**config.mk**
```make
export PLATFORM = sky130hd
export DESIGN_NAME = msa_front
export DESIGN_NICKNAME = d
export VERILOG_FILES = /design/src/rtl/core/mips_special_alu_hilo_macros.svh /design/src/rtl/core/msa_pkg.sv /design/src/rtl/core/msa_front.sv
export SDC_FILE = /design/constraint.sdc
export NUM_CORES = 1
export LEC_CHECK = 0
export BUFFER_PORTS_ARGS = -buffer_cell sky130_fd_sc_hd__buf_2
export CORE_MARGIN = 3
export CORE_UTILIZATION = 45
export DETAILED_ROUTE_END_ITERATION = 12
export PLACE_DENSITY = 0.68
export SLEW_MARGIN = 25
export SYNTH_ARGS = -nofsm -noshare
export SYNTH_HDL_FRONTEND = slang
export SYNTH_SLANG_ARGS = --single-unit
```
**constraint.sdc**
```tcl
create_clock -name clock -period 9.7 [get_ports clock]
set_clock_uncertainty 0.2 [all_clocks]
set_input_delay 1.455 -clock clock [delete_from_list [all_inputs] [get_ports clock]]
set_output_delay 1.455 -clock clock [all_outputs]
set_load 0.03 [all_outputs]
```
**src/rtl/core/mips_special_alu_hilo_macros.svh**
```systemverilog
// Assertion macros for the SPECIAL execute unit
`ifndef MIPS_SPECIAL_ALU_HILO_MACROS_SVH
`define MIPS_SPECIAL_ALU_HILO_MACROS_SVH
`ifndef SYNTHESIS
`define MSA_ASSERT_IMPL(label, clk, rst, ante, cons) \
   label: assert property (@(posedge clk) disable iff (rst) (ante) |-> (cons)) \
      else $error("assertion failed");
`define MSA_ASSERT_NEXT(label, clk, rst, ante, cons) \
   label: assert property (@(posedge clk) disable iff (rst) (ante) |=> (cons)) \
      else $error("assertion failed");
`else
`define MSA_ASSERT_IMPL(label, clk, rst, ante, cons)
`define MSA_ASSERT_NEXT(label, clk, rst, ante, cons)
`endif
`endif

```
**src/rtl/core/msa_pkg.sv**
```systemverilog
`timescale 1ns / 1ps
`default_nettype none
package msa_pkg;

   localparam logic [5:0] FN_SLL     = 6'h00;
   localparam logic [5:0] FN_SRL     = 6'h02;
   localparam logic [5:0] FN_SRA     = 6'h03;
   localparam logic [5:0] FN_SLLV    = 6'h04;
   localparam logic [5:0] FN_SRLV    = 6'h06;
   localparam logic [5:0] FN_SRAV    = 6'h07;
   localparam logic [5:0] FN_JR      = 6'h08;
   localparam logic [5:0] FN_JALR    = 6'h09;
   localparam logic [5:0] FN_SYSCALL = 6'h0C;
   localparam logic [5:0] FN_MFHI    = 6'h10;
   localparam logic [5:0] FN_MTHI    = 6'h11;
   localparam logic [5:0] FN_MFLO    = 6'h12;
   localparam logic [5:0] FN_MTLO    = 6'h13;
   localparam logic [5:0] FN_MULT    = 6'h18;
   localparam logic [5:0] FN_MULTU   = 6'h19;
   localparam logic [5:0] FN_DIV     = 6'h1A;
   localparam logic [5:0] FN_DIVU    = 6'h1B;
   localparam logic [5:0] FN_ADD     = 6'h20;
   localparam logic [5:0] FN_ADDU    = 6'h21;
   localparam logic [5:0] FN_SUB     = 6'h22;
   localparam logic [5:0] FN_SUBU    = 6'h23;
   localparam logic [5:0] FN_AND     = 6'h24;
   localparam logic [5:0] FN_OR      = 6'h25;
   localparam logic [5:0] FN_XOR     = 6'h26;
   localparam logic [5:0] FN_NOR     = 6'h27;
   localparam logic [5:0] FN_SLT     = 6'h2A;
   localparam logic [5:0] FN_SLTU    = 6'h2B;

   localparam logic [31:0] WORD_MASK   = 32'hFFFF_FFFF;
   localparam logic [31:0] SIGN_BIT    = 32'h8000_0000;
   localparam logic [31:0] LINK_OFFSET = 32'd8;
   localparam int unsigned QUEUE_DEPTH = 2;

   // operation class decided by the front end
   typedef enum logic [2:0] {
      OP_NONE, OP_ALU, OP_JUMP, OP_SYS, OP_HILO, OP_MUL, OP_DIV
   } op_class_type;

   typedef struct packed {
      logic [5:0]  mode;
      logic [31:0] rs_value;
      logic [31:0] rt_value;
      logic [4:0]  dest_index;
      logic [4:0]  shamt;
      logic [31:0] pc;
   } req_type;

   typedef struct packed {
      logic        write_enable;
      logic [4:0]  write_index;
      logic [31:0] write_value;
      logic        jump_taken;
      logic [31:0] jump_target;
      logic        syscall_raised;
   } rsp_type;

   // decoded instruction handed from front to back
   typedef struct packed {
      op_class_type op_class;
      logic [5:0]   mode;
      logic [31:0]  rs_value;
      logic [31:0]  rt_value;
      logic [4:0]   dest_index;
      logic [31:0]  alu_value;
      logic [31:0]  link_value;
   } uop_type;

endpackage
`default_nettype wire

```
**src/rtl/core/msa_front.sv**
```systemverilog
`timescale 1ns / 1ps
`default_nettype none
module msa_front (
   input  wire logic             clock,
   input  wire logic             reset,
   input  wire logic             req_valid,
   output logic                  req_stall,
   input  wire msa_pkg::req_type req_data,
   output logic                  uop_valid,
   input  wire logic             uop_stall,
   output msa_pkg::uop_type      uop_data
);
   logic             hold_valid_ff;
   msa_pkg::uop_type hold_ff;
   msa_pkg::uop_type dec_in;
   logic [4:0]       amt;
   logic [31:0]      sra_val;

   // decode and compute single-cycle results
   always_comb begin
      dec_in = '0;
      dec_in.mode = req_data.mode;
      dec_in.rs_value = req_data.rs_value;
      dec_in.rt_value = req_data.rt_value;
      dec_in.dest_index = req_data.dest_index;
      dec_in.link_value = req_data.pc + msa_pkg::LINK_OFFSET;
      amt = (req_data.mode[2]) ? req_data.rs_value[4:0] : req_data.shamt;
      sra_val = $unsigned($signed(req_data.rt_value) >>> amt);
      dec_in.op_class = msa_pkg::OP_NONE;
      unique case (req_data.mode)
         msa_pkg::FN_SLL, msa_pkg::FN_SLLV: begin
            dec_in.op_class = msa_pkg::OP_ALU;
            dec_in.alu_value = req_data.rt_value << amt;
         end
         msa_pkg::FN_SRL, msa_pkg::FN_SRLV: begin
            dec_in.op_class = msa_pkg::OP_ALU;
            dec_in.alu_value = req_data.rt_value >> amt;
         end
         msa_pkg::FN_SRA, msa_pkg::FN_SRAV: begin
            dec_in.op_class = msa_pkg::OP_ALU;
            dec_in.alu_value = sra_val;
         end
         msa_pkg::FN_JR, msa_pkg::FN_JALR: dec_in.op_class = msa_pkg::OP_JUMP;
         msa_pkg::FN_SYSCALL: dec_in.op_class = msa_pkg::OP_SYS;
         msa_pkg::FN_MFHI, msa_pkg::FN_MTHI, msa_pkg::FN_MFLO, msa_pkg::FN_MTLO:
            dec_in.op_class = msa_pkg::OP_HILO;
         msa_pkg::FN_MULT, msa_pkg::FN_MULTU: dec_in.op_class = msa_pkg::OP_MUL;
         msa_pkg::FN_DIV, msa_pkg::FN_DIVU: dec_in.op_class = msa_pkg::OP_DIV;
         msa_pkg::FN_ADD, msa_pkg::FN_ADDU: begin
            dec_in.op_class = msa_pkg::OP_ALU;
            dec_in.alu_value = req_data.rs_value + req_data.rt_value;
         end
         msa_pkg::FN_SUB, msa_pkg::FN_SUBU: begin
            dec_in.op_class = msa_pkg::OP_ALU;
            dec_in.alu_value = req_data.rs_value - req_data.rt_value;
         end
         msa_pkg::FN_AND: begin
            dec_in.op_class = msa_pkg::OP_ALU;
            dec_in.alu_value = req_data.rs_value & req_data.rt_value;
         end
         msa_pkg::FN_OR: begin
            dec_in.op_class = msa_pkg::OP_ALU;
            dec_in.alu_value = req_data.rs_value | req_data.rt_value;
         end
         msa_pkg::FN_XOR: begin
            dec_in.op_class = msa_pkg::OP_ALU;
            dec_in.alu_value = req_data.rs_value ^ req_data.rt_value;
         end
         msa_pkg::FN_NOR: begin
            dec_in.op_class = msa_pkg::OP_ALU;
            dec_in.alu_value = ~(req_data.rs_value | req_data.rt_value);
         end
         msa_pkg::FN_SLT: begin
            dec_in.op_class = msa_pkg::OP_ALU;
            dec_in.alu_value = {31'd0, ($signed(req_data.rs_value)
                                        < $signed(req_data.rt_value))};
         end
         msa_pkg::FN_SLTU: begin
            dec_in.op_class = msa_pkg::OP_ALU;
            dec_in.alu_value = {31'd0, (req_data.rs_value < req_data.rt_value)};
         end
         default: dec_in.op_class = msa_pkg::OP_NONE;
      endcase
   end

   assign req_stall = hold_valid_ff && uop_stall;
   assign uop_valid = hold_valid_ff;
   assign uop_data  = hold_ff;

   // one decoded entry register
   always_ff @(posedge clock) begin
      if (reset) begin
         hold_valid_ff <= 1'b0;
      end else if (!req_stall) begin
         hold_valid_ff <= req_valid;
      end
      if (!req_stall && req_valid) begin
         hold_ff <= dec_in;
      end
   end
endmodule
`default_nettype wire

```
# Word-level counts from Yosys, hierarchy flattened
# Index checks and enable logic that the tools add are counted.
dict set report word_totals {
  reg_bits 143
  input_bits 116
  output_inout_bits 144
  elab_cells 63
}
dict set report op_classes {
  addsub 3
  n_lt_le_gt_ge 2
  eq_ne 26
  n_shift 3
  mux 3
  bitwise 4
  reduce_logical 14
}
# op count
set ops {}
lappend ops {{$pmux 32 s11} 1}
lappend ops {{$lt 32x32->1} 2}
lappend ops {{$eq 6x6->1 const B} 10}
lappend ops {{$eq 6x5->1 const B} 8}
lappend ops {{$add 32x32->32} 1}
lappend ops {{$add 32x4->32 const B} 1}
lappend ops {{$and 32x32->32} 1}
lappend ops {{$not 32->32} 1}
lappend ops {{$or 32x32->32} 1}
lappend ops {{$shl 32x5->32} 1}
lappend ops {{$shr 32x5->32} 1}
lappend ops {{$sshr 32x5->32} 1}
lappend ops {{$sub 32x32->32} 1}
lappend ops {{$xor 32x32->32} 1}
lappend ops {{$eq 6x3->1 const B} 3}
lappend ops {{$eq 6x4->1 const B} 3}
lappend ops {{$pmux 3 s6} 1}
lappend ops {{$reduce_or 16->1} 1}
lappend ops {{$reduce_or 2->1} 8}
lappend ops {{$eq 6x2->1 const B} 2}
lappend ops {{$logic_not 6->1} 1}
lappend ops {{$mux 5} 1}
lappend ops {{$reduce_or 4->1} 1}
lappend ops {{$logic_and 1x1->1} 2}
lappend ops {{$logic_not 1->1} 1}

# Logic depth before layout (Yosys ltp)
dict set report logic_depth {
  ltp_word 3
  depth_mapped 13
}

# Worst setup path before layout
# OpenSTA, ideal clock, no wires.
dict set report synth_timing {
  path_type {input to register}
  from {input uop_stall}
  to {register hold_ff, in the netlist uop_data[0], enable pin}
  setup_ns 0.659
  arrival_ns 7.981
  required_time_ns 8.841
  slack_ns 0.861
  stages 2
  path_cell_list {and2_1 nor2b_1}
}
dict set report synth_via {
  elab_chain_len 3
}
# element line_no
set synth_lines {}
lappend synth_lines {{from (decl)} msa_front.sv:10} ;# input wire logic uop_stall,
lappend synth_lines {{$logic_and 1x1->1} msa_front.sv:86} ;# assign req_stall = hold_valid_ff && uop_stall;
lappend synth_lines {{$logic_not 1->1} msa_front.sv:97} ;# if (!req_stall && req_valid) begin
lappend synth_lines {{$logic_and 1x1->1} msa_front.sv:97}
lappend synth_lines {{to (signal assigned)} msa_front.sv:98} ;# hold_ff <= dec_in;
lappend synth_lines {{to (decl)} msa_front.sv:14} ;# msa_pkg::uop_type hold_ff;
# No other way between the ends.
# A chain may end at the register's enable or synchronous reset.

==> impl_metrics.py <==
metrics = {
    "synthesis": {
        "synth_ff_type": "edfxtp_1",
        "synthCells": 1704,
        "syn-num-nets": 1929,
        "ys_warn_count": 0,
        "ys_ff_latch": 143,
        "syn_area_um2": 14000,
        "yosysSeqAreaShare": 0.306,
        "ys_types": 86,
        "async_flop_share": 0,
        "synth-edff-count": 142,
        "avgSynthCellArea_um2": 8.21,
    },
    "clocking": {
        "cts_hold_buffers": 0,
        "path_clk_slew_ps": 60,
        "cts_tree": "yes",
        "cts_sinks": 143,
        "cts_buffers": 17,
        "root_buffer": "clkbuf_16",
        "postCtsSetupBuffers": 0,
        "htree_levels": 4,
        "cts_resized": 0,
        "clk_latency_ps": 440,
        "clk_path_buf_depth": 2,
    },
    "worst_setup_path": {
        "worst-endpoint-arrival_ps": 5090,
        "r2r_cells": 4,
        "crit_path_start_kind": "input port",
        "cp.required_ps": 9630,
        "path_class": "in2reg",
        "cp_max_fo": 61,
        "r2r-end": "uop_data[125]",
        "r2r_slack_ps": 7090,
        "rr_startpoint": "uop_valid",
        "endpoint_kind": "flop",
    },
    "timing": {
        "worst_pin_slew_ps": 971,
        "relSlewSlack": 0.353,
        "finalCriticalPeriod_ps": 5150,
        "rsz0062_at_grt": "no",
        "fin_hold_ws_ps": 459,
        "setup_viol": 0,
        "final_max_slew_viol_count": 0,
        "clock.fmax_mhz": 194,
        "hold_viol_final": 0,
        "tns_ps": 0,
        "post-route-period-util": 0.531,
    },
    "layout": {
        "nets": 2111,
        "syn_to_final_growth_pct": 14.6,
        "fin_area_um2": 16000,
        "multi_input_area_um2": 8860,
        "postLayoutCoreUtil": 0.532,
        "layout_common_cells": "258 x buf_2, 187 x nor2_1, 178 x nand2_1",
        "fill_cells": 2952,
        "drive_gt1_frac": 0.181,
        "regArea_um2": 4280,
        "final_common_cell": "buf_2",
    },
    "power": {
        "ir_drop_mv": 0.116,
        "power_leakage_uw": 0.00683,
        "power.density_nw_per_um2": 137,
    },
    "min_path": {
        "min_to": "uop_valid",
        "hp-class": "reg2reg",
        "hold_path_depth": 3,
        "min_from": "uop_valid",
    },
    "floorplanning": {
        "die_area_um2": 33200,
        "io_pins": 260,
        "core_um2": 30100,
        "die-height_um": 182,
        "start_util": 0.465,
        "core.rowCount": 63,
        "fp.dieW_um": 182,
    },
    "global_routing": {
        "grt_overflow": 0,
        "globalRouteTotalUtil": 0.314,
        "grt_antenna_before_repair": 2,
        "grt_pass1_wl_um": 81000,
        "grt_max_degree": 83,
        "grt_pass1_vias": 13349,
    },
    "route": {
        "dr.pass1.iters": 6,
        "routed-wl-met3_um": 6080,
        "wl_um": 54100,
        "num_vias": 14657,
        "drtIter0Drc": 1718,
        "drc": 0,
        "top_layer_used": "met4",
        "wl_met1_um": 22600,
        "wl_per_cell_um": 23.6,
        "viasPerCell": 6.40,
        "ant_nets": 0,
        "dr_wl_met2_um": 23400,
    },
    "place": {
        "place_congestion": 1.00,
        "dpl-instance-area_um2": 15500,
        "portBuffers": 259,
        "dp_hpwl_um": 40600,
    },
    "job": {
        "maxCapViolations": 0,
    },
    "status": {
        "outcome": "finished, final reports clean",
    },
}
cell families (layout without fill, tap and decap cells):
group,count (synthesis),count (layout),share of synthesized area
buffers and inverters,217,412,0.0639
AND/OR/NAND/NOR,525,525,0.165
flip-flops,143,143,0.306
other,0,1,0
adder cells (fa/ha/maj),109,109,0.0986
AO/OA/AOI/OAI,556,556,0.256
XOR/XNOR,48,48,0.0301
multiplexers,106,106,0.0796
per-stage QoR:
stage / power [µW] / cells / worst slack (ps)
after floorplan: 1280 / 1704 / 861
after global routing: 2290 / 2289 / 4530
after global placement: 1520 / 2257 / 4250
final: 2190 / 2290 / 4550
after detailed placement: 1530 / 2257 / 4280
after CTS: 2180 / 2289 / 4760
flip-flops by register name, indices dropped and copies added (netlist names):
register and count:
uop_valid 1, uop_data 142
worst max path at each step:
stage,startpoint,endpoint,depth (start not counted)
after CTS,req_data[108],uop_data[52],10
final,req_data[108],uop_data[52],10
after global routing,req_data[108],uop_data[52],10
after global placement,req_data[108],uop_data[52],10
after detailed placement,req_data[108],uop_data[52],10
after floorplan,uop_stall,uop_data[0],2
cells in the mapped netlist, types with 10 or more instances:
master    number  share of area
a21o_1        11         0.0059
edfxtp_1     142           0.30
o221ai_1      15         0.0094
o21bai_1      11         0.0059
o31ai_1       11         0.0059
nand4_1       13         0.0058
xnor2_1       39          0.024
a211oi_1      39          0.021
nand2_1      178          0.048
a21oi_1      169          0.060
nand2b_1      10         0.0045
o21ai_0      111          0.040
o211ai_1      22          0.012
buf_2         27         0.0097
nor2_1       187          0.050
clkbuf_1      68          0.018
buf_1         11         0.0030
ha_1         107          0.096
nor3_1        34          0.012
nand3_1       39          0.014
a31oi_1       33          0.015
and3_1        18         0.0081
o22ai_1       17         0.0076
inv_1        101          0.027
mux2i_1       96          0.069
area by class of cell:
cell class | count | share of cell area
clock inverter | 8 | 0.00507
timing repair buffer | 276 | 0.0892
inverter | 104 | 0.0244
sequential | 143 | 0.267
tap | 390 | 0.0304
clock buffer | 24 | 0.0307
multi-input combinational | 1344 | 0.553
antenna | 1 | 0.000156
report_power, final:
part | switching (µW) | internal (µW) | leakage, µW | total, µW
combinational | 558 | 240 | 0.00516 | 798
sequential | 10.3 | 728 | 0.00139 | 739
clock | 276 | 380 | 0.000277 | 657
total | 845 | 1350 | 0.00683 | 2190
critical path, cell delays in order:
cell	delay (ps)
buf_2	420
mux2i_4	310
buf_4	550
nor2_1	140
nor2_1	350
mux2i_1	350
o31ai_1	320
a22oi_1	120
a2111oi_0	690
o21ai_0	280
layer usage:
metal / vias up / track usage
met1: 6944 / 0.440
met4: 0 / 0.114
li1: 6627 / -
met2: 956 / 0.473
met3: 130 / 0.0755
met5: - / 0
No activity file was read; power rests on OpenSTA's default activity.
