## config.mk

```make
export PLATFORM = sky130hd
export DESIGN_NAME = msa_queue
export DESIGN_NICKNAME = d
export VERILOG_FILES = /design/src/rtl/core/mips_special_alu_hilo_macros.svh /design/src/rtl/core/msa_pkg.sv /design/src/rtl/core/msa_queue.sv
export SDC_FILE = /design/constraint.sdc
export NUM_CORES = 1
export LEC_CHECK = 0
export ABC_AREA = 1
export BUFFER_PORTS_ARGS = -buffer_cell sky130_fd_sc_hd__buf_4
export CAP_MARGIN = 15
export CORE_MARGIN = 2
export CORE_UTILIZATION = 47
export CTS_CLUSTER_DIAMETER = 100
export DETAILED_ROUTE_END_ITERATION = 6
export HOLD_SLACK_MARGIN = 0.15
export PLACE_DENSITY = 0.74
export SLEW_MARGIN = 25
export SYNTH_ARGS = -nofsm -noshare
export SYNTH_HDL_FRONTEND = slang
export SYNTH_SLANG_ARGS = --single-unit
```

## constraint.sdc

```tcl
create_clock -name clock -period 7.2 [get_ports clock]
set_input_delay 1.08 -clock clock [delete_from_list [all_inputs] [get_ports clock]]
set_output_delay 1.08 -clock clock [all_outputs]
set_load 0.1 [all_outputs]
```

## src/rtl/core/mips_special_alu_hilo_macros.svh

```systemverilog
// Assertion macros for the SPECIAL execute unit
`ifndef MIPS_SPECIAL_ALU_HILO_MACROS_SVH
`define MIPS_SPECIAL_ALU_HILO_MACROS_SVH
`ifndef SYNTHESIS
`define MSA_ASSERT_IMPL(label, clk, rst, ante, cons) \
   label: assert property (@(posedge clk) disable iff (rst) (ante) |-> (cons)) \
      else $error("assertion failed");
`define MSA_ASSERT_NEXT(label, clk, rst, ante, cons) \
   label: assert property (@(posedge clk) disable iff (rst) (ante) |=> (cons)) \
      else $error("assertion failed");
`else
`define MSA_ASSERT_IMPL(label, clk, rst, ante, cons)
`define MSA_ASSERT_NEXT(label, clk, rst, ante, cons)
`endif
`endif

```

## src/rtl/core/msa_pkg.sv

```systemverilog
`timescale 1ns / 1ps
`default_nettype none
package msa_pkg;

   localparam logic [5:0] FN_SLL     = 6'h00;
   localparam logic [5:0] FN_SRL     = 6'h02;
   localparam logic [5:0] FN_SRA     = 6'h03;
   localparam logic [5:0] FN_SLLV    = 6'h04;
   localparam logic [5:0] FN_SRLV    = 6'h06;
   localparam logic [5:0] FN_SRAV    = 6'h07;
   localparam logic [5:0] FN_JR      = 6'h08;
   localparam logic [5:0] FN_JALR    = 6'h09;
   localparam logic [5:0] FN_SYSCALL = 6'h0C;
   localparam logic [5:0] FN_MFHI    = 6'h10;
   localparam logic [5:0] FN_MTHI    = 6'h11;
   localparam logic [5:0] FN_MFLO    = 6'h12;
   localparam logic [5:0] FN_MTLO    = 6'h13;
   localparam logic [5:0] FN_MULT    = 6'h18;
   localparam logic [5:0] FN_MULTU   = 6'h19;
   localparam logic [5:0] FN_DIV     = 6'h1A;
   localparam logic [5:0] FN_DIVU    = 6'h1B;
   localparam logic [5:0] FN_ADD     = 6'h20;
   localparam logic [5:0] FN_ADDU    = 6'h21;
   localparam logic [5:0] FN_SUB     = 6'h22;
   localparam logic [5:0] FN_SUBU    = 6'h23;
   localparam logic [5:0] FN_AND     = 6'h24;
   localparam logic [5:0] FN_OR      = 6'h25;
   localparam logic [5:0] FN_XOR     = 6'h26;
   localparam logic [5:0] FN_NOR     = 6'h27;
   localparam logic [5:0] FN_SLT     = 6'h2A;
   localparam logic [5:0] FN_SLTU    = 6'h2B;

   localparam logic [31:0] WORD_MASK   = 32'hFFFF_FFFF;
   localparam logic [31:0] SIGN_BIT    = 32'h8000_0000;
   localparam logic [31:0] LINK_OFFSET = 32'd8;
   localparam int unsigned QUEUE_DEPTH = 2;

   // operation class decided by the front end
   typedef enum logic [2:0] {
      OP_NONE, OP_ALU, OP_JUMP, OP_SYS, OP_HILO, OP_MUL, OP_DIV
   } op_class_type;

   typedef struct packed {
      logic [5:0]  mode;
      logic [31:0] rs_value;
      logic [31:0] rt_value;
      logic [4:0]  dest_index;
      logic [4:0]  shamt;
      logic [31:0] pc;
   } req_type;

   typedef struct packed {
      logic        write_enable;
      logic [4:0]  write_index;
      logic [31:0] write_value;
      logic        jump_taken;
      logic [31:0] jump_target;
      logic        syscall_raised;
   } rsp_type;

   // decoded instruction handed from front to back
   typedef struct packed {
      op_class_type op_class;
      logic [5:0]   mode;
      logic [31:0]  rs_value;
      logic [31:0]  rt_value;
      logic [4:0]   dest_index;
      logic [31:0]  alu_value;
      logic [31:0]  link_value;
   } uop_type;

endpackage
`default_nettype wire

```

## src/rtl/core/msa_queue.sv

```systemverilog
`timescale 1ns / 1ps
`default_nettype none
module msa_queue (
   input  wire logic             clock,
   input  wire logic             reset,
   input  wire logic             in_valid,
   output logic                  in_stall,
   input  wire msa_pkg::uop_type in_data,
   output logic                  out_valid,
   input  wire logic             out_stall,
   output msa_pkg::uop_type      out_data
);
   msa_pkg::uop_type entry_ff [msa_pkg::QUEUE_DEPTH];
   logic             wr_ptr_ff;
   logic             rd_ptr_ff;
   logic [1:0]       count_ff;
   logic             push;
   logic             pop;

   assign in_stall  = (count_ff == 2'(msa_pkg::QUEUE_DEPTH));
   assign out_valid = (count_ff != 2'd0);
   assign out_data  = entry_ff[rd_ptr_ff];
   assign push      = in_valid && !in_stall;
   assign pop       = out_valid && !out_stall;

   // two-entry circular queue
   always_ff @(posedge clock) begin
      if (reset) begin
         wr_ptr_ff <= 1'b0;
         rd_ptr_ff <= 1'b0;
         count_ff  <= 2'd0;
      end else begin
         if (push) wr_ptr_ff <= ~wr_ptr_ff;
         if (pop)  rd_ptr_ff <= ~rd_ptr_ff;
         count_ff <= count_ff + 2'(push) - 2'(pop);
      end
      if (push) begin
         entry_ff[wr_ptr_ff] <= in_data;
      end
   end
endmodule
`default_nettype wire

```

* Word-level counts from Yosys, hierarchy flattened
Memory sizes are Yosys's and may differ from the RTL's. A register that Yosys moved wholly into a read port is not among the register bits.
Cells that the tools add are included.
** Operators by class
- Muxes and demuxes :: 4
- Bitwise operators :: 2
- Equal/unequal tests :: 1
- Add/sub/neg operators :: 2
- Reduce and logical (&&, ||, !) cells :: 5
** Operators with widths (number)
- 1-bit two-way mux :: 4
- 2-bit by 1-bit adder with 2-bit output :: 1
- 2-bit equality test (second input constant) :: 1
- 1-bit logical AND :: 2
- 1-bit logical NOT :: 2
- 1-bit inverter :: 2
- 2-bit nonzero test :: 1
- 2-bit by 1-bit subtractor with 2-bit output :: 1
** Storage, ports and cells
- Input bits :: 146
- Memory bits (writable) :: 284
- Logic and storage cells :: 18
- Memories kept :: 1
- Bits in registers :: 4
- Output and inout port bits :: 144
** Memories
- entry_ff :: depth 2, width 142, read ports 1, clocked after memory_dff 1, write ports 1, line msa_queue.sv:13 : msa_pkg::uop_type entry_ff [msa_pkg::QUEUE_DEPTH];

* Logic depth before layout (Yosys ltp)
Gate-level depths: netlist of the first run.
- Depth after elaboration :: 5
- Mapped depth :: 11
- Depth with buffers taken out :: 11

* Worst setup path after synthesis of the first run
OpenSTA, ideal clock, no wires.
- Path kind :: input port to flip-flop
- Start point :: input port in_valid
- End point :: memory entry_ff[0][0] in the netlist's numbering (enable)
- Setup slack :: -0.489 ns
- Stages on the path :: 2
- Data arrival time :: 7.045 ns
- Required time :: 6.555 ns
- Setup time :: 0.645 ns
- Cells stage by stage :: nand2_1 -> nor2_1
** Between the ends
- Longest elaborated chain between the ends :: 3
** RTL lines
- start: declaration :: line msa_queue.sv:6 : input wire logic in_valid,
- 1-bit logical AND :: line msa_queue.sv:23 : assign push = in_valid && !in_stall;
- 1-bit two-way mux :: line msa_queue.sv:37 : if (push) begin
- 1-bit two-way mux (not written as such) :: line msa_queue.sv:38 : entry_ff[wr_ptr_ff] <= in_data;
- end: declaration :: line msa_queue.sv:13
No other way between the ends.

==> flow_summary.yaml, run 1 <==
run_status:
  status: "complete, no violations"
setup_path:
  cp.arrival_ps: 2950
  endpoint_kind: "output pin"
  rr_startpoint: "count_ff[0]$_SDFF_PP0_"
  crit_type: "register to output pin"
  critPathSlowestCell: "dfxtp_4"
  slowest_delay_ps: 970
  worstPathCellList: "buf_6 -> mux2_2 -> buf_4"
  cp_data_required_time_ps: 6120
  r2r_slack_ps: 4660
  cp_max_fo: 75
  crit_path_start_kind: "register"
routing:
  drt.antenna.violating_nets: 0
  wl_um: 20900
  vias_per_cell: 5.00
  vias: 5489
  drtIter0Drc: 315
  drt-pass1-iter-count: 4
  wl_per_cell_um: 19.1
  drc: 0
logic_synthesis:
  synth_seq_cells: 289
  synth-seq-area-share_pct: 79.8
  synth_nets: 628
  synth_top_area_share_pct: 78.8
  yosysUniqueCellTypes: 12
  syn_area_per_cell_um2: 22.5
  synth.largest_area_cell: "edfxtp_1"
  yosys_warnings: 0
  syn_inst: 480
  synth_area_leaders: "edfxtp_1 79%, mux2_4 11%, mux2_2 6.5%"
  synth_area_um2: 10800
global_route:
  antenna_found_initial: 0
  grtUsageMet2_pct: 27.2
  grt_use_total_pct: 16.4
  grt_start_max_net_pins: 85
  grt_util_met3_pct: 5.19
  grt_use_met1_pct: 20.6
  grt_pass1_vias: 5718
  grt_overflow: 0
  busiest_layer: "met2"
  grt_pass1_wl_um: 30800
sta:
  tightest_slew_ps: 1010
  min_period_over_period_pct: 56.0
  fin_skew_ps: 6.34
  setup-violations-final: 0
  slew_headroom_pct: 32.4
  tns_ps: 0
  slew_viol_final: 0
  fmax_mhz: 248
  finalCriticalPeriod_ps: 4030
  rsz0062_at_grt: "false"
  hold_violations: 0
power:
  leakage_nw: 5.46
  power.density_nw_per_um2: 460
  ir_worst_vdd_uv: 329
clock_tree:
  tritoncts: "built"
  hold_buffers: 0
  htree_levels: 1
  clockBufferDepth: 3
  cts_made_buffers: 30
  insertion_delay_ps: 530
  cts_setup_buffers: 0
  cts_num_sinks: 289
  clk_pin_slew_worst_paths_ps: 60
  cts_resized: 0
  root_buffer: "clkbuf_16"
floorplanning:
  die_area_um2: 24200
  die_w_um: 156
  initial_utilization_pct: 47.8
  die-height_um: 156
  rows: 55
  ioPinCount: 290
  core_um2: 22600
finish:
  final_cell_mix: "292 x buf_4, 284 x edfxtp_1, 80 x mux2_4"
  finalNonFillerCells: 1097
  area_growth_pct: 30.7
  final_layout_size_suffix_gt1_share_pct: 58.9
  final_common_cell: "buf_4"
  fin_nets: 938
  antenna_cells: 0
  finalInstanceArea_um2: 14100
min_path:
  worstHoldStart: "rd_ptr_ff$_SDFFE_PP0P_"
  hold_class: "register to register"
placed_design:
  io_buffer_count: 289
  routabilityCongestion: 0.732
  place_area_um2: 13300
  hpwl_um: 13800
  dp.cells: 1043
flow_run:
  drv_cap: 0
-- power by group --
part | switching [mW] | internal, mW
logic | 2.21 | 0.695
clock network | 0.585 | 0.776
registers | 0.104 | 2.13
-- state kept, by name (all words and copies together), names as in the netlist, named ones only --
signal and cells:
count_ff 2, entry_ff 284, rd_ptr_ff 1, wr_ptr_ff 1
-- cells in the mapped netlist (all sizes together) --
library cell and instances:
edfxtp 284, mux2 142, buf 16, inv 9
nor2 9, nand2 8, dfxtp 5, nand3 3
a21oi 2, ha 2
-- through the flow --
stage	power, mW	hold slack [ps]	utilization, %	setup WS [ps]
final	6.50	523	62.4	3170
after global routing	6.72	588	62.4	3020
after CTS	6.57	541	62.4	2850
after detailed placement	5.19	526	58.6	3420
after global placement	5.15	482	58.5	3480
after floorplan	4.67	467	-	1910
-- layer usage --
| layer | part of all wire (%) | routed length (um) | vias to the layer above |
|---|---|---|---|
| met1 | 40 | 8320 | 2704 |
| met5 | 0 | 0 | - |
| met2 | 49 | 10200 | 235 |
| met4 | 3.0 | 628 | 0 |
| met3 | 8.4 | 1760 | 43 |
| li1 | - | - | 2507 |
-- worst max-delay path, delay by kind of cell, from the launching register on --
| kind | cells | cell delay [ps] |
|---|---|---|
| muxes | 1 | 430 |
| buffers and inverters | 2 | 880 |
| DFF | 1 | 970 |
-- path summary, 6_finish.rpt --
path,end,depth (start not counted)
max,out_data[36],3
min,rd_ptr_ff$_SDFFE_PP0P_,2
max reg2reg,entry_ff[0][118]$_DFFE_PP_,5
min reg2reg,rd_ptr_ff$_SDFFE_PP0P_,2
-- layout make-up --
class | count | area, um2
flip-flops and latches | 289 | 8630
fillers | 1584 | 8510
repair buffers | 294 | 2210
multi-input cells | 166 | 2020
clock buffers | 36 | 795
well taps | 285 | 357
clock inverters | 18 | 77.6
inverters | 9 | 38.8
-- cells by family after synthesis --
family | synth area share [%]
adders and majority gates | 0.231
muxes | 17.6
DFF | 79.8
AOI/OAI and AO/OA | 0.0925
buffers and inverters | 1.63
and+or+nand+nor | 0.729
(Power assumes the default switching activity.)
==> inputs of run 2 (changes only) <==
- ABC_AREA: 1 -> 0
- clock period: 7.2 -> 3.7 ns (I/O delays scaled with it)
==> flow_summary.yaml, run 2 <==
run_status:
  status: "complete, no violations"
floorplanning:
  initial_utilization_pct: 47.9
  ioPinCount: 290
  die_area_um2: 24200
  die_w_um: 156
  core_um2: 22600
  rows: 55
  die-height_um: 156
clock_tree:
  clk_pin_slew_worst_paths_ps: 60
  cts_setup_buffers: 0
  hold_buffers: 0
  htree_levels: 1
  root_buffer: "clkbuf_16"
  tritoncts: "built"
  cts_made_buffers: 29
  clockBufferDepth: 3
  cts_resized: 0
  insertion_delay_ps: 520
  cts_num_sinks: 289
routing:
  vias: 5455
  drtIter0Drc: 255
  drc: 0
  vias_per_cell: 5.01
  wl_per_cell_um: 18.8
  drt.antenna.violating_nets: 0
  wl_um: 20400
  drt-pass1-iter-count: 4
placed_design:
  hpwl_um: 13800
  io_buffer_count: 289
  routabilityCongestion: 0.714
  place_area_um2: 13400
logic_synthesis:
  synth_edf_count: 284
  yosysUniqueCellTypes: 18
  synth-seq-area-share_pct: 79.9
  yosys_warnings: 0
  yosysMostFrequentCell: "edfxtp_1"
  synth_seq_cells: 289
  syn_area_per_cell_um2: 23.0
  synthTopCellsByCount: "284 x edfxtp_1, 80 x mux2_4, 62 x mux2_2"
  synth_nets: 618
  ys.flop_type: "edfxtp_1"
  syn_inst: 470
  synth_top_area_share_pct: 78.9
  synth.largest_area_cell: "edfxtp_1"
  synth-async-reset-ratio_pct: 0
  synth_area_um2: 10800
  synth_area_leaders: "edfxtp_1 79%, mux2_4 11%, mux2_2 6.5%"
global_route:
  antenna_found_initial: 0
  grt_pass1_wl_um: 30400
  grt_use_total_pct: 16.1
  grt_pass1_vias: 5707
  grt_overflow: 0
  grt_start_max_net_pins: 83
finish:
  regArea_um2: 8630
  reg_top3: "entry_ff: 284 flops, count_ff: 2 flops"
  final_common_cell: "buf_4"
  finalInstanceArea_um2: 14300
  largest_reg_flops: 284
  final_cell_mix: "293 x buf_4, 284 x edfxtp_1, 80 x mux2_4"
  area_growth_pct: 32.0
  final_layout_size_suffix_gt1_share_pct: 60.3
  antenna_cells: 0
  n_fill_cell: 1607
  top_register: "entry_ff"
  multi_input_area_um2: 2020
  fin_nets: 932
setup_path:
  r2r_slack_ps: 1520
  endpoint_kind: "output pin"
  cp_data_required_time_ps: 3140
  cp.arrival_ps: 2310
  crit_path_start_kind: "register"
  cp_max_fo: 43
  crit_type: "register to output pin"
min_path:
  hold_class: "primary input to register"
sta:
  slew_viol_final: 0
  min_period_over_period_pct: 77.4
  fmax_mhz: 349
  fin_skew_ps: 5.88
  slew_headroom_pct: 44.4
  tightest_slew_ps: 834
  tns_ps: 0
  setup-violations-final: 0
  rsz0062_at_grt: "false"
  finalCriticalPeriod_ps: 2860
  hold_violations: 0
flow_run:
  drv_cap: 0
power:
  ir_worst_vdd_uv: 727
  power.density_nw_per_um2: 892
  leakage_nw: 5.46
  p_total_mw: 12.7
[run 2: layout make-up]
class	instances	area share (%)
Clock buffer	32	5.17
Clock inverter	19	1.18
Inverter	5	0.184
Multi-Input combinational cell	160	14.2
Sequential cell	289	60.5
Tap cell	285	2.50
Timing Repair Buffer	299	16.3
[run 2: stage by stage]
stage                     hold WS, ps  setup WS, ps  util [%]  instances
after global routing              184           708      63.2       1089
final                             213           835      63.2       1089
after global placement            470          1370      59.2       1038
after floorplan                   451           133         -        470
after detailed placement          487          1330      59.2       1038
after CTS                         179           755      63.2       1089
[run 2: cell families (layout without fill, tap and decap cells)]
group / count (synthesis) / in the layout / synth area share [%]
multiplexers: 142 / 142 / 17.6
buffers and inverters: 21 / 355 / 1.49
XOR/XNOR: 2 / 2 / 0.162
AO/OA/AOI/OAI: 5 / 5 / 0.232
AND/OR/NAND/NOR: 9 / 9 / 0.429
flip-flops: 289 / 289 / 79.9
adder cells (fa/ha/maj): 2 / 2 / 0.232
[run 2: worst max-delay path, cell delays in order (launching register included)]
cell     delay (ps)
dfxtp_4         820
buf_4           390
mux2_4          330
buf_4           230
[run 2: final timing paths]
check,start,to,depth (start not counted)
hold / removal,in_data[44],entry_ff[1][44]$_DFFE_PP_,1
setup reg to reg,count_ff[0]$_SDFF_PP0_,entry_ff[0][108]$_DFFE_PP_,5
setup / recovery,register,out_data[86],3
hold reg to reg,wr_ptr_ff$_SDFFE_PP0N_,wr_ptr_ff$_SDFFE_PP0N_,2
[run 2: layer usage]
metal  track usage, %  up-vias  share of wire, %
met4             4.15        0               1.8
met2             27.3      229                49
met5                0        -                 0
met1             19.4     2709                39
li1                 -     2487                 -
met3             6.28       30                11
[run 2: power breakdown]
part	switching, mW	internal (mW)	leakage [nW]
logic	4.29	1.39	2.33
clock network	1.14	1.63	0.440
registers	0.167	4.11	2.70
total	5.59	7.13	5.46
==> inputs of run 3 (changes only) <==
- clock period: 3.7 -> 2.5 ns (I/O delays scaled with it)
==> flow_summary.yaml, run 3 (synthesized netlist as in run 2, its figures left out) <==
clock_tree:
  htree_levels: 1
  clk_pin_slew_worst_paths_ps: 60
  tritoncts: "built"
  insertion_delay_ps: 520
  cts_resized: 0
  root_buffer: "clkbuf_16"
  cts_made_buffers: 29
  clockBufferDepth: 3
  cts_num_sinks: 289
placed_design:
  dp.cells: 1035
  routabilityCongestion: 0.769
  io_buffer_count: 289
  hpwl_um: 13600
  place_area_um2: 13300
sta:
  min_period_over_period_pct: 96.0
  tightest_slew_ps: 523
  slew_headroom_pct: 65.1
  hold_violations: 0
  finalCriticalPeriod_ps: 2400
  fin_skew_ps: 9.23
  rsz0062_at_grt: "false"
  setup-violations-final: 0
  slew_viol_final: 0
  whs_ps: 245
  fmax_mhz: 417
finish:
  n_fill_cell: 1375
  finalInstanceArea_um2: 15600
  reg_top3: "entry_ff: 284 flops, count_ff: 2 flops"
  final_layout_size_suffix_gt1_share_pct: 51.3
  largest_reg_flops: 284
  area_growth_pct: 44.7
  final_cell_mix: "290 x buf_4, 284 x edfxtp_1, 144 x dlygate4sd3_1"
  final_common_cell: "buf_4"
  fin_nets: 1073
  finalNonFillerCells: 1230
  top_register: "entry_ff"
flow_run:
  drv_cap: 0
routing:
  wl_um: 22800
  drt-pass1-iter-count: 4
  vias: 6015
  wl_per_cell_um: 18.6
  vias_per_cell: 4.89
  drt.antenna.violating_nets: 0
  drtIter0Drc: 267
  drc: 0
floorplanning:
  ioPinCount: 290
  die-height_um: 156
  initial_utilization_pct: 47.9
  core_um2: 22600
  die_area_um2: 24200
  rows: 55
  die_w_um: 156
setup_path:
  cp.arrival_ps: 2030
  worstPathCellList: "buf_12 -> mux2_2 -> buf_4"
  cp_data_required_time_ps: 2120
  r2r_slack_ps: 560
  crit_type: "register to output pin"
  slowest_delay_ps: 410
  cp_max_fo: 76
  endpoint_kind: "output pin"
  crit_path_start_kind: "register"
  critPathSlowestCell: "mux2_2"
global_route:
  grt_pass1_vias: 6533
  grt_pass1_wl_um: 34300
  antenna_found_initial: 1
  grt_use_total_pct: 18.1
  grt_start_max_net_pins: 87
  grt_overflow: 0
min_path:
  hold_class: "primary input to register"
run_status:
  status: "complete, no violations"
power:
  leakage_nw: 6.03
  power.density_nw_per_um2: 1200
  p_total_mw: 18.8
  ir_worst_vdd_uv: 1150
-- run 3: changes by cell type in the layout (fill, tap and decap cells not counted), sizes merged --
| cell | before | now |
|---|---|---|
| dlygate4sd3 | 0 | 144 |
| buf | 299 | 296 |
| bufinv | 3 | 1 |
| clkbuf | 32 | 34 |
| clkinvlp | 4 | 3 |
| diode | 0 | 1 |
-- run 3: worst paths after layout --
kind,from,endpoint,depth (start not counted)
setup / recovery,register,out_data[0],3
hold / removal,in_valid,wr_ptr_ff$_SDFFE_PP0N_,4
setup reg to reg,count_ff[0]$_SDFF_PP0_,entry_ff[0][77]$_DFFE_PP_,5
hold reg to reg,wr_ptr_ff$_SDFFE_PP0N_,wr_ptr_ff$_SDFFE_PP0N_,2
-- run 3: metal layers --
metal	vias to the layer above	part of all wire, %	global-route usage (%)
li1	2768	-	-
met1	2969	39	21.5
met2	237	52	32.3
met3	41	7.2	4.83
met4	0	2.4	5.64
met5	-	0	0
-- run 3: area by class of cell --
class                      instances  area [um2]  share of cell area, %
clock inverter                    16        98.8                  0.632
sequential                       289        8630                   55.2
multi-input combinational        160        2030                   13.0
inverter                           5        26.3                  0.168
clock buffer                      34         744                   4.76
tap                              285         357                   2.28
antenna                            1        2.50                 0.0160
timing repair buffer             440        3740                   23.9
-- run 3: worst max-delay path, delay by kind of cell, from the launching register on --
family / cells / cell delay (ps)
buffers and inverters: 2 / 630
multiplexers: 1 / 410
flip-flops: 1 / 380
-- run 3: power by group --
group | leakage [nW] | total [mW] | switching, mW | internal (mW)
registers | 2.70 | 6.25 | 0.171 | 6.08
clock network | 0.416 | 3.88 | 1.68 | 2.21
logic | 2.92 | 8.70 | 6.49 | 2.20
total | 6.03 | 18.8 | 8.34 | 10.5
-- run 3: timing repair --
action	CTS	global route
buffers inserted	0	0
endpoints found under the setup margin	0	0
endpoints found under the hold margin	289	0
hold buffers	144	0
-- run 3: metrics by stage --
step                      util [%]  setup TNS (ps)  worst slack [ps]
final                         69.3               0              99.2
after global routing          69.3               0              26.7
after CTS                     69.2               0              86.2
after detailed placement      59.1               0               604
after global placement        59.1               0               659
after floorplan                  -         -165840              -995
